--- src/uniform_grid_cutoff_neighbor_lookup_macros.svh ---
// -----------------------------------------------------------------------------
// Assertion macros for the grid cutoff neighbor lookup
// Shared concurrent-assertion forms, clocked on clk_i, disabled in reset.
// -----------------------------------------------------------------------------
`ifndef UNIFORM_GRID_CUTOFF_NEIGHBOR_LOOKUP_MACROS_SVH
`define UNIFORM_GRID_CUTOFF_NEIGHBOR_LOOKUP_MACROS_SVH

// condition holds at every edge
`define UCNL_ASSERT(lbl, cond, msg) \
  lbl: assert property (@(posedge clk_i) disable iff (!rst_ni) (cond)) else $error(msg);

// same-cycle implication
`define UCNL_ASSERT_IMP(lbl, ante, cons, msg) \
  lbl: assert property (@(posedge clk_i) disable iff (!rst_ni) (ante) |-> (cons)) \
    else $error(msg);

// next-cycle implication
`define UCNL_ASSERT_NXT(lbl, ante, cons, msg) \
  lbl: assert property (@(posedge clk_i) disable iff (!rst_ni) (ante) |=> (cons)) \
    else $error(msg);

`endif

--- src/ucnl_pkg.sv ---
// -----------------------------------------------------------------------------
// ucnl_pkg
// Types and constants shared by the grid cutoff neighbor lookup.
// -----------------------------------------------------------------------------
package ucnl_pkg;

  localparam int ATOM_DEPTH = 4096;
  localparam int MAX_HITS   = 64;
  localparam int ATOM_AW    = (ATOM_DEPTH > 1) ? $clog2(ATOM_DEPTH) : 1;
  localparam int CNT_W      = ATOM_AW + 1;
  localparam int HIT_W      = $clog2(MAX_HITS + 1);
  localparam int CELL_UNITS = 768;
  localparam int RES_DEPTH  = 8;
  localparam int RES_AW     = $clog2(RES_DEPTH);
  localparam int DIV_W      = 40;
  localparam int DVS_W      = 24;
  localparam int N_W        = 15;

  localparam logic [1:0] OP_LOAD  = 2'd0;
  localparam logic [1:0] OP_CLEAR = 2'd1;
  localparam logic [1:0] OP_QUERY = 2'd2;

  localparam logic [2:0] CFG_BEGIN_X = 3'd0;
  localparam logic [2:0] CFG_BEGIN_Y = 3'd1;
  localparam logic [2:0] CFG_BEGIN_Z = 3'd2;
  localparam logic [2:0] CFG_END_X   = 3'd3;
  localparam logic [2:0] CFG_END_Y   = 3'd4;
  localparam logic [2:0] CFG_END_Z   = 3'd5;
  localparam logic [2:0] CFG_CUTOFF  = 3'd6;
  localparam logic [2:0] CFG_TYPELIM = 3'd7;

  typedef logic signed [23:0] coord_t;

  typedef struct packed {
    logic [1:0] op;
    coord_t     x;
    coord_t     y;
    coord_t     z;
    logic [7:0] kind;
  } item_t;

  typedef struct packed {
    coord_t [2:0] bgn;
    coord_t [2:0] fin;
    logic [31:0]  cutoff;
    logic [7:0]   type_limit;
  } cfg_t;

  typedef struct packed {
    logic signed [24:0] lo;
    logic signed [24:0] hi;
  } span_t;

  typedef struct packed {
    logic [11:0] idx;
    logic        last;
    logic        empty;
    logic        over;
  } res_t;

endpackage

--- src/ucnl_front.sv ---
// -----------------------------------------------------------------------------
// ucnl_front
// Input side: accepts items, drops unused operation codes, two-entry queue.
// -----------------------------------------------------------------------------
module ucnl_front (
  input  logic            clk_i,
  input  logic            rst_ni,
  input  logic            in_valid_i,
  output logic            in_stall_o,
  input  ucnl_pkg::item_t item_i,
  output logic            item_valid_o,
  output ucnl_pkg::item_t item_o,
  input  logic            item_pop_i
);
  import ucnl_pkg::*;

  item_t      buf_q [2];
  logic       wr_q, rd_q;
  logic [1:0] cnt_q;
  logic       acc, push, pop;

  assign in_stall_o   = cnt_q == 2'd2;
  assign acc          = in_valid_i && !in_stall_o;
  assign push         = acc && (item_i.op == OP_LOAD || item_i.op == OP_CLEAR
                               || item_i.op == OP_QUERY);
  assign item_valid_o = cnt_q != 2'd0;
  assign pop          = item_pop_i && item_valid_o;
  assign item_o       = buf_q[rd_q];

  always_ff @(posedge clk_i or negedge rst_ni) begin
    if (!rst_ni) begin
      wr_q  <= 1'b0;
      rd_q  <= 1'b0;
      cnt_q <= 2'd0;
    end else begin
      if (push) wr_q <= ~wr_q;
      if (pop)  rd_q <= ~rd_q;
      cnt_q <= cnt_q + 2'(push) - 2'(pop);
    end
  end

  always_ff @(posedge clk_i) begin
    if (push) buf_q[wr_q] <= item_i;
  end

endmodule

--- config.mk ---
export PLATFORM = sky130hd
export DESIGN_NAME = ucnl_front
export DESIGN_NICKNAME = d
export VERILOG_FILES = /design/src/uniform_grid_cutoff_neighbor_lookup_macros.svh /design/src/ucnl_pkg.sv /design/src/ucnl_front.sv
export SDC_FILE = /design/constraint.sdc
export NUM_CORES = 1
export LEC_CHECK = 0
export BUFFER_PORTS_ARGS = -buffer_cell sky130_fd_sc_hd__buf_2
export CELL_PAD_IN_SITES_DETAIL_PLACEMENT = 0
export CELL_PAD_IN_SITES_GLOBAL_PLACEMENT = 1
export CORE_MARGIN = 2
export CORE_UTILIZATION = 33
export DETAILED_ROUTE_END_ITERATION = 10
export PLACE_DENSITY = 0.73
export SETUP_SLACK_MARGIN = 0.5
export SYNTH_ARGS = -nofsm -noshare
export SYNTH_HDL_FRONTEND = slang
export SYNTH_SLANG_ARGS = --single-unit
--- constraint.sdc ---
create_clock -name clk_i -period 5.9 [get_ports clk_i]
set_input_delay 0.885 -clock clk_i [delete_from_list [all_inputs] [get_ports clk_i]]
set_output_delay 0.885 -clock clk_i [all_outputs]
set_load 0.005 [all_outputs]
======== Word-level counts from Yosys, hierarchy flattened ========
Memories as Yosys holds them, arrays and structs flattened.
Cells that the tools add are included.
storage, ports and cells
  register bits after elaboration ......... 4
  bits in writable memories ............... 164
  memories ................................ 1
operators by class
  add/subtract/negate cells ............... 2
  equality and inequality tests ........... 3
  mux-type cells .......................... 2
  bitwise gates (word level) .............. 2
  reductions and logical operators ........ 8
memory list
  memory  words  bits a word  read ports  clocked after Yosys merged registers in  wr ports  RTL line          text
  buf_q   2      82           1           0                                        1         ucnl_front.sv:17  item_t buf_q [2];
operator list
  kind                                                                    number
  2-bit equality test (second input constant)                             2
  1-bit logical AND                                                       3
  2-bit by 1-bit adder with 2-bit output                                  1
  2-bit by 1-bit equality test with 1-bit output (second input constant)  1
  2-bit zero test                                                         1
  1-bit logical OR                                                        2
  1-bit two-way mux                                                       2
  1-bit NOT                                                               2
  2-bit nonzero test                                                      1
  2-bit by 1-bit subtractor with 2-bit output                             1
  1-bit zero test                                                         1

======== Longest topological paths before layout ========
  depth after elaboration ................. 6
  depth in mapped cells ................... 7
  gate-level depth less buffers ........... 7

======== Worst setup path before layout ========
No wires, ideal clock.
  path type ............................... input to register
  from .................................... in item_i[80] (netlist name)
  to ...................................... mem buf_q[0][0] (netlist name), enable pin
  data arrival time ....................... 4.504 ns
  required time ........................... 5.377 ns
  setup slack ............................. 0.873 ns
  stages .................................. 3
  path through ............................ nand2_1 > nand3b_4 > nor2_1
between the ends
  longest elaborated chain between the ends .. 6
  elaborated cells on any way between the ends .. 8
  classes of those cells .................. eq/ne: 2; mux: 2; reduce/logical: 4
RTL lines
  what                                                                               RTL line          text
  start: declaration                                                                 ucnl_front.sv:10  input ucnl_pkg::item_t item_i,
  2-bit by 1-bit equality test with 1-bit output or 2-bit zero test (tied branches)  ucnl_front.sv:24  assign push = acc && (item_i.op == OP_LOAD || item_i.op == OP_CLEAR
  1-bit logical OR                                                                   ucnl_front.sv:24
  1-bit logical OR *                                                                 ucnl_front.sv:25  || item_i.op == OP_QUERY);
  1-bit logical AND *                                                                ucnl_front.sv:24
  1-bit two-way mux *                                                                ucnl_front.sv:43  if (push) buf_q[wr_q] <= item_i;
  1-bit two-way mux (not written as such) *                                          ucnl_front.sv:43
  end: declaration                                                                   ucnl_front.sv:17
Mark *: on every way between the ends. The rest lies on a longest branch, timed or not.

==> impl.org <==
** Clocking
- CTS built an H-tree with a depth of 4.
- TritonCTS built the clock tree.
- In this run, post-CTS repair resized a total of 0 instances.
- Post-CTS clock slew at the launch and capture registers of the worst setup and hold paths :: approximately 60 ps
- Number of sinks driven by the clock tree :: approximately 170
- Clock buffers created by TritonCTS :: 17
- After clock tree synthesis, the setup repair step added 0 buffers.
- Source-to-sink clock delay at the later pin of the worst-skew pair :: around 420 ps
- Clock root buffer :: clkbuf_16
- Clock Path Buffers :: 2
- Post-cts hold buffer count :: 0

** Drt
- Via Count :: 3133
- The routed design has 11900 µm of wire.
- After detailed routing, the number of vias per cell comes to about 4.3.
- In the final routed layout, each cell accounts on average for 16.17 µm.
- Post-DRT Antenna Nets :: 0
- Number of iterations in the first detailed-routing pass :: 4
- DRC marker count from the first detailed-route iteration :: 167
- Number of remaining DRC errors :: 0

** Run status
- Outcome :: complete, no violations

** Global routing
- Via count of the first global-routing pass :: roughly 3300
- The first global-routing pass estimated around 17000 µm of wire.
- Gr ovfl total :: 0
- For this run, the total global-route usage over all layers was measured as 11.46%.
- Entering global routing, the biggest net connects between 40 and 50 pins.
- The number of antenna violations at the first check in global routing came to 2.

** STA
- Once routing completed, OpenROAD measured the worst setup slack at roughly 2300 ps.
- Worst setup skew after layout :: 5.969 ps
- For the final routed database, the setup TNS stands at 0 ps.
- After layout, the worst path uses around three fifths of the clock period.
- Max transition margin :: 30.08%
- Minimum clock period after layout :: about 3600 ps
- Setup repair after global routing missed its margin :: false
- The count of pins over their slew limit came to 0.
- The final hold violation count was 0.
- Static timing analysis puts the maximum clock frequency at about 0.28 GHz.
- Actual slew at the worst max-slew pin :: 1046 ps
- Setup violation total in the final timing report :: 0

** Final layout
- Cells fill roughly two fifths of the core in the end.
- Count of filler cells inserted in the layout :: between 1500 and 2000
- After routing the design area is between 0.008 and 0.009 mm².
- Compared with the post-synthesis result, the final layout area differs by 24.79%.
- The multi-input combinational cells in the finished layout cover a total of 0.001313 mm².
- Share of final-layout standard cells stronger than drive strength 1 :: slightly above 60%
- Final-stage net count :: between 500 and 600
- Sequential cell area :: a little over 0.005 mm²

** Synth
- Summing the areas of all fa, ha and maj instances in the mapped netlist gives 0.3858% of the synthesized area.
- Summing the areas of all and, or, nand and nor instances in the mapped netlist gives less than 1% of the synthesized area.
- Largest family of logic cells by synthesized area :: multiplexers
- Synthesized-area fraction occupied by xor and xnor cells :: less than 1%
- Synthesis inferred around 170 register bits.
- The number of nets handed over by synthesis was ~360.
- The Yosys step of the flow raised 0 warnings.
- Of the synthesized area, sequential elements account for roughly 77%.
- Summing the areas of all compound-gate instances in the mapped netlist gives 0% of the synthesized area.
- Mean instance size in the synthesized netlist :: around 24 µm²
- The cell count after synthesis came out at roughly 270.
- Netlist Area Pre-Place :: between 0.006 and 0.007 mm²
- Count of cell types in the netlist :: 17
- In the synthesized netlist, mux cells make up 18.29% of the area.

** Critical path
- The largest single stage delay on the critical path is between 900 and 1000 ps.
- Worst Path Required :: 5020 ps
- In this run the worst setup path begins at rd_q$_DFFE_PN0P_.
- Critical register-to-register path endpoint :: buf_q[1][29]$_DFFE_PP_
- In this run the number of cells on the critical path is 3.
- Kind of start point of the critical path :: register
- FF-to-FF setup slack :: between 3000 and 4000 ps
- Worst path cell trace :: buf_4 -> mux2_2 -> buf_2
- Data arrives at the worst endpoint at 2670 ps.
- The number of buffers and inverters on the critical path is 2.
- Counting cells, the worst reg-to-reg path comes to 4.
- Cell at the slowest stage of the critical path :: dfrtp_4
- Worst setup EP type :: primary output
- Broken down by cell family, the worst path's largest delay share belongs to flip-flops.
- Origin of the critical flop-to-flop path :: cnt_q[1]$_DFF_PN0_
- Crit path capture :: item_o[0]
- Along the worst path, the maximum fanout reaches 43.
- CP Class :: register to primary output

** Pwr
- Summed over all cells, the static leakage comes to approximately 3.2 nW.
- The design draws about 3.7 mW.
- Power density over the cells :: about 460 mW/mm²
- Across the VDD grid, the largest voltage drop is between 200 and 300 µV.

** Placement
- Port Buffers :: between 150 and 200
- Cell area after placement :: around 0.0075 mm²
- Placement Setup Slack :: 2669 ps
- RD Place Congestion :: ~0.67
- Half-perimeter wire length after detailed placement :: between 7000 and 8000 µm

** Die
- Die span in x :: approximately 140 µm
- The die covers between 0.02 and 0.025 mm².
- The die is between 100 and 150 µm tall.
- The total area inside the core boundary comes to just under 0.02 mm².
- For this design the top-level I/O count stands at 170.
- The floorplan has 51 rows.
- The initial utilization of the core area, before any placement, comes to between 30% and 40%.

** Min path
- Class of the tightest hold or removal check :: primary input to asynchronous set/reset pin

** Job
- The tool flagged a number of max-cap violations equal to 0.
## cells in the final DEF, fill, tap and decap left out, types with 2 or more instances in the layout
cell type   count
buf_2         169
buf_4           3
clkbuf_1        3
clkbuf_16      17
clkinv_1        2
clkinv_2        3
clkinv_4        2
clkinvlp_4      3
dfrtp_1         3
diode_2         2
edfxtp_1      164
ha_1            2
inv_1           2
mux2_2         12
mux2_4         70
nor2_4          2
xnor2_1         3
## routing by layer
layer  part of all wire, %  global-route usage (%)
met5                  0.11                       0
met4                   1.9                   4.803
met3                   6.7                   4.305
met2                    51                   19.87
met1                    40                   12.69
## stage by stage
step                      hold slack, ps  instances
after global routing               242.0        735
after global placement             471.9        702
after CTS                          242.9        734
final                              266.0        736
after floorplan                    453.1        274
after detailed placement           488.9        702
## registers in the layout (all words and copies together), names as in the netlist
signal  cells
buf_q     164
cnt_q       2
rd_q        1
wr_q        1
## how the worst min path moves through the flow
stage,end,slack [ps],startpoint,cells past startpoint
after floorplan,cnt_q[1]$_DFF_PN0_,450,cnt_q[1]$_DFF_PN0_,1
after global placement,cnt_q[1]$_DFF_PN0_,470,cnt_q[1]$_DFF_PN0_,1
after detailed placement,cnt_q[1]$_DFF_PN0_,490,cnt_q[1]$_DFF_PN0_,1
after CTS,wr_q$_DFFE_PN0P_,240,rst_ni,1
after global routing,cnt_q[1]$_DFF_PN0_,240,rst_ni,1
final,wr_q$_DFFE_PN0P_,270,rst_ni,1
## logic make-up after synthesis
group	Yosys count
adders and majority gates	2
DFF	168
xor gates and xnor gates	4
and+or+nand+nor	7
buffers and inverters	11
muxes	82
## synthesized netlist by cell type, drive strengths merged
cell | n | area [µm²]
and2 | 1 | 6.260
and2b | 1 | 7.510
buf | 9 | 156.4
dfrtp | 4 | 100.1
edfxtp | 164 | 4925
ha | 2 | 25.02
inv | 2 | 7.510
mux2 | 82 | 1186
nand2 | 1 | 3.750
nand3b | 1 | 20.02
nor2 | 2 | 7.510
or2 | 1 | 6.260
xnor2 | 3 | 26.28
xor2 | 1 | 8.760
## final cells by class
| type | instances | area share, % |
|---|---|---|
| clock inverters | 12 | 1.283 |
| flip-flops and latches | 168 | 62.13 |
| repair buffers | 172 | 10.73 |
| clock buffers | 20 | 5.395 |
| inverters | 2 | 0.09275 |
| well taps | 265 | 4.096 |
| multi-input cells | 95 | 16.22 |
| diodes | 2 | 0.06183 |
## power breakdown
group          internal, mW  switching [mW]  total, mW  leakage (nW)
clock                 0.579           0.442       1.02         0.257
combinational         0.582           0.425       1.01          1.37
sequential             1.57           0.129       1.70          1.56
No activity file was read; power rests on OpenSTA's default activity.
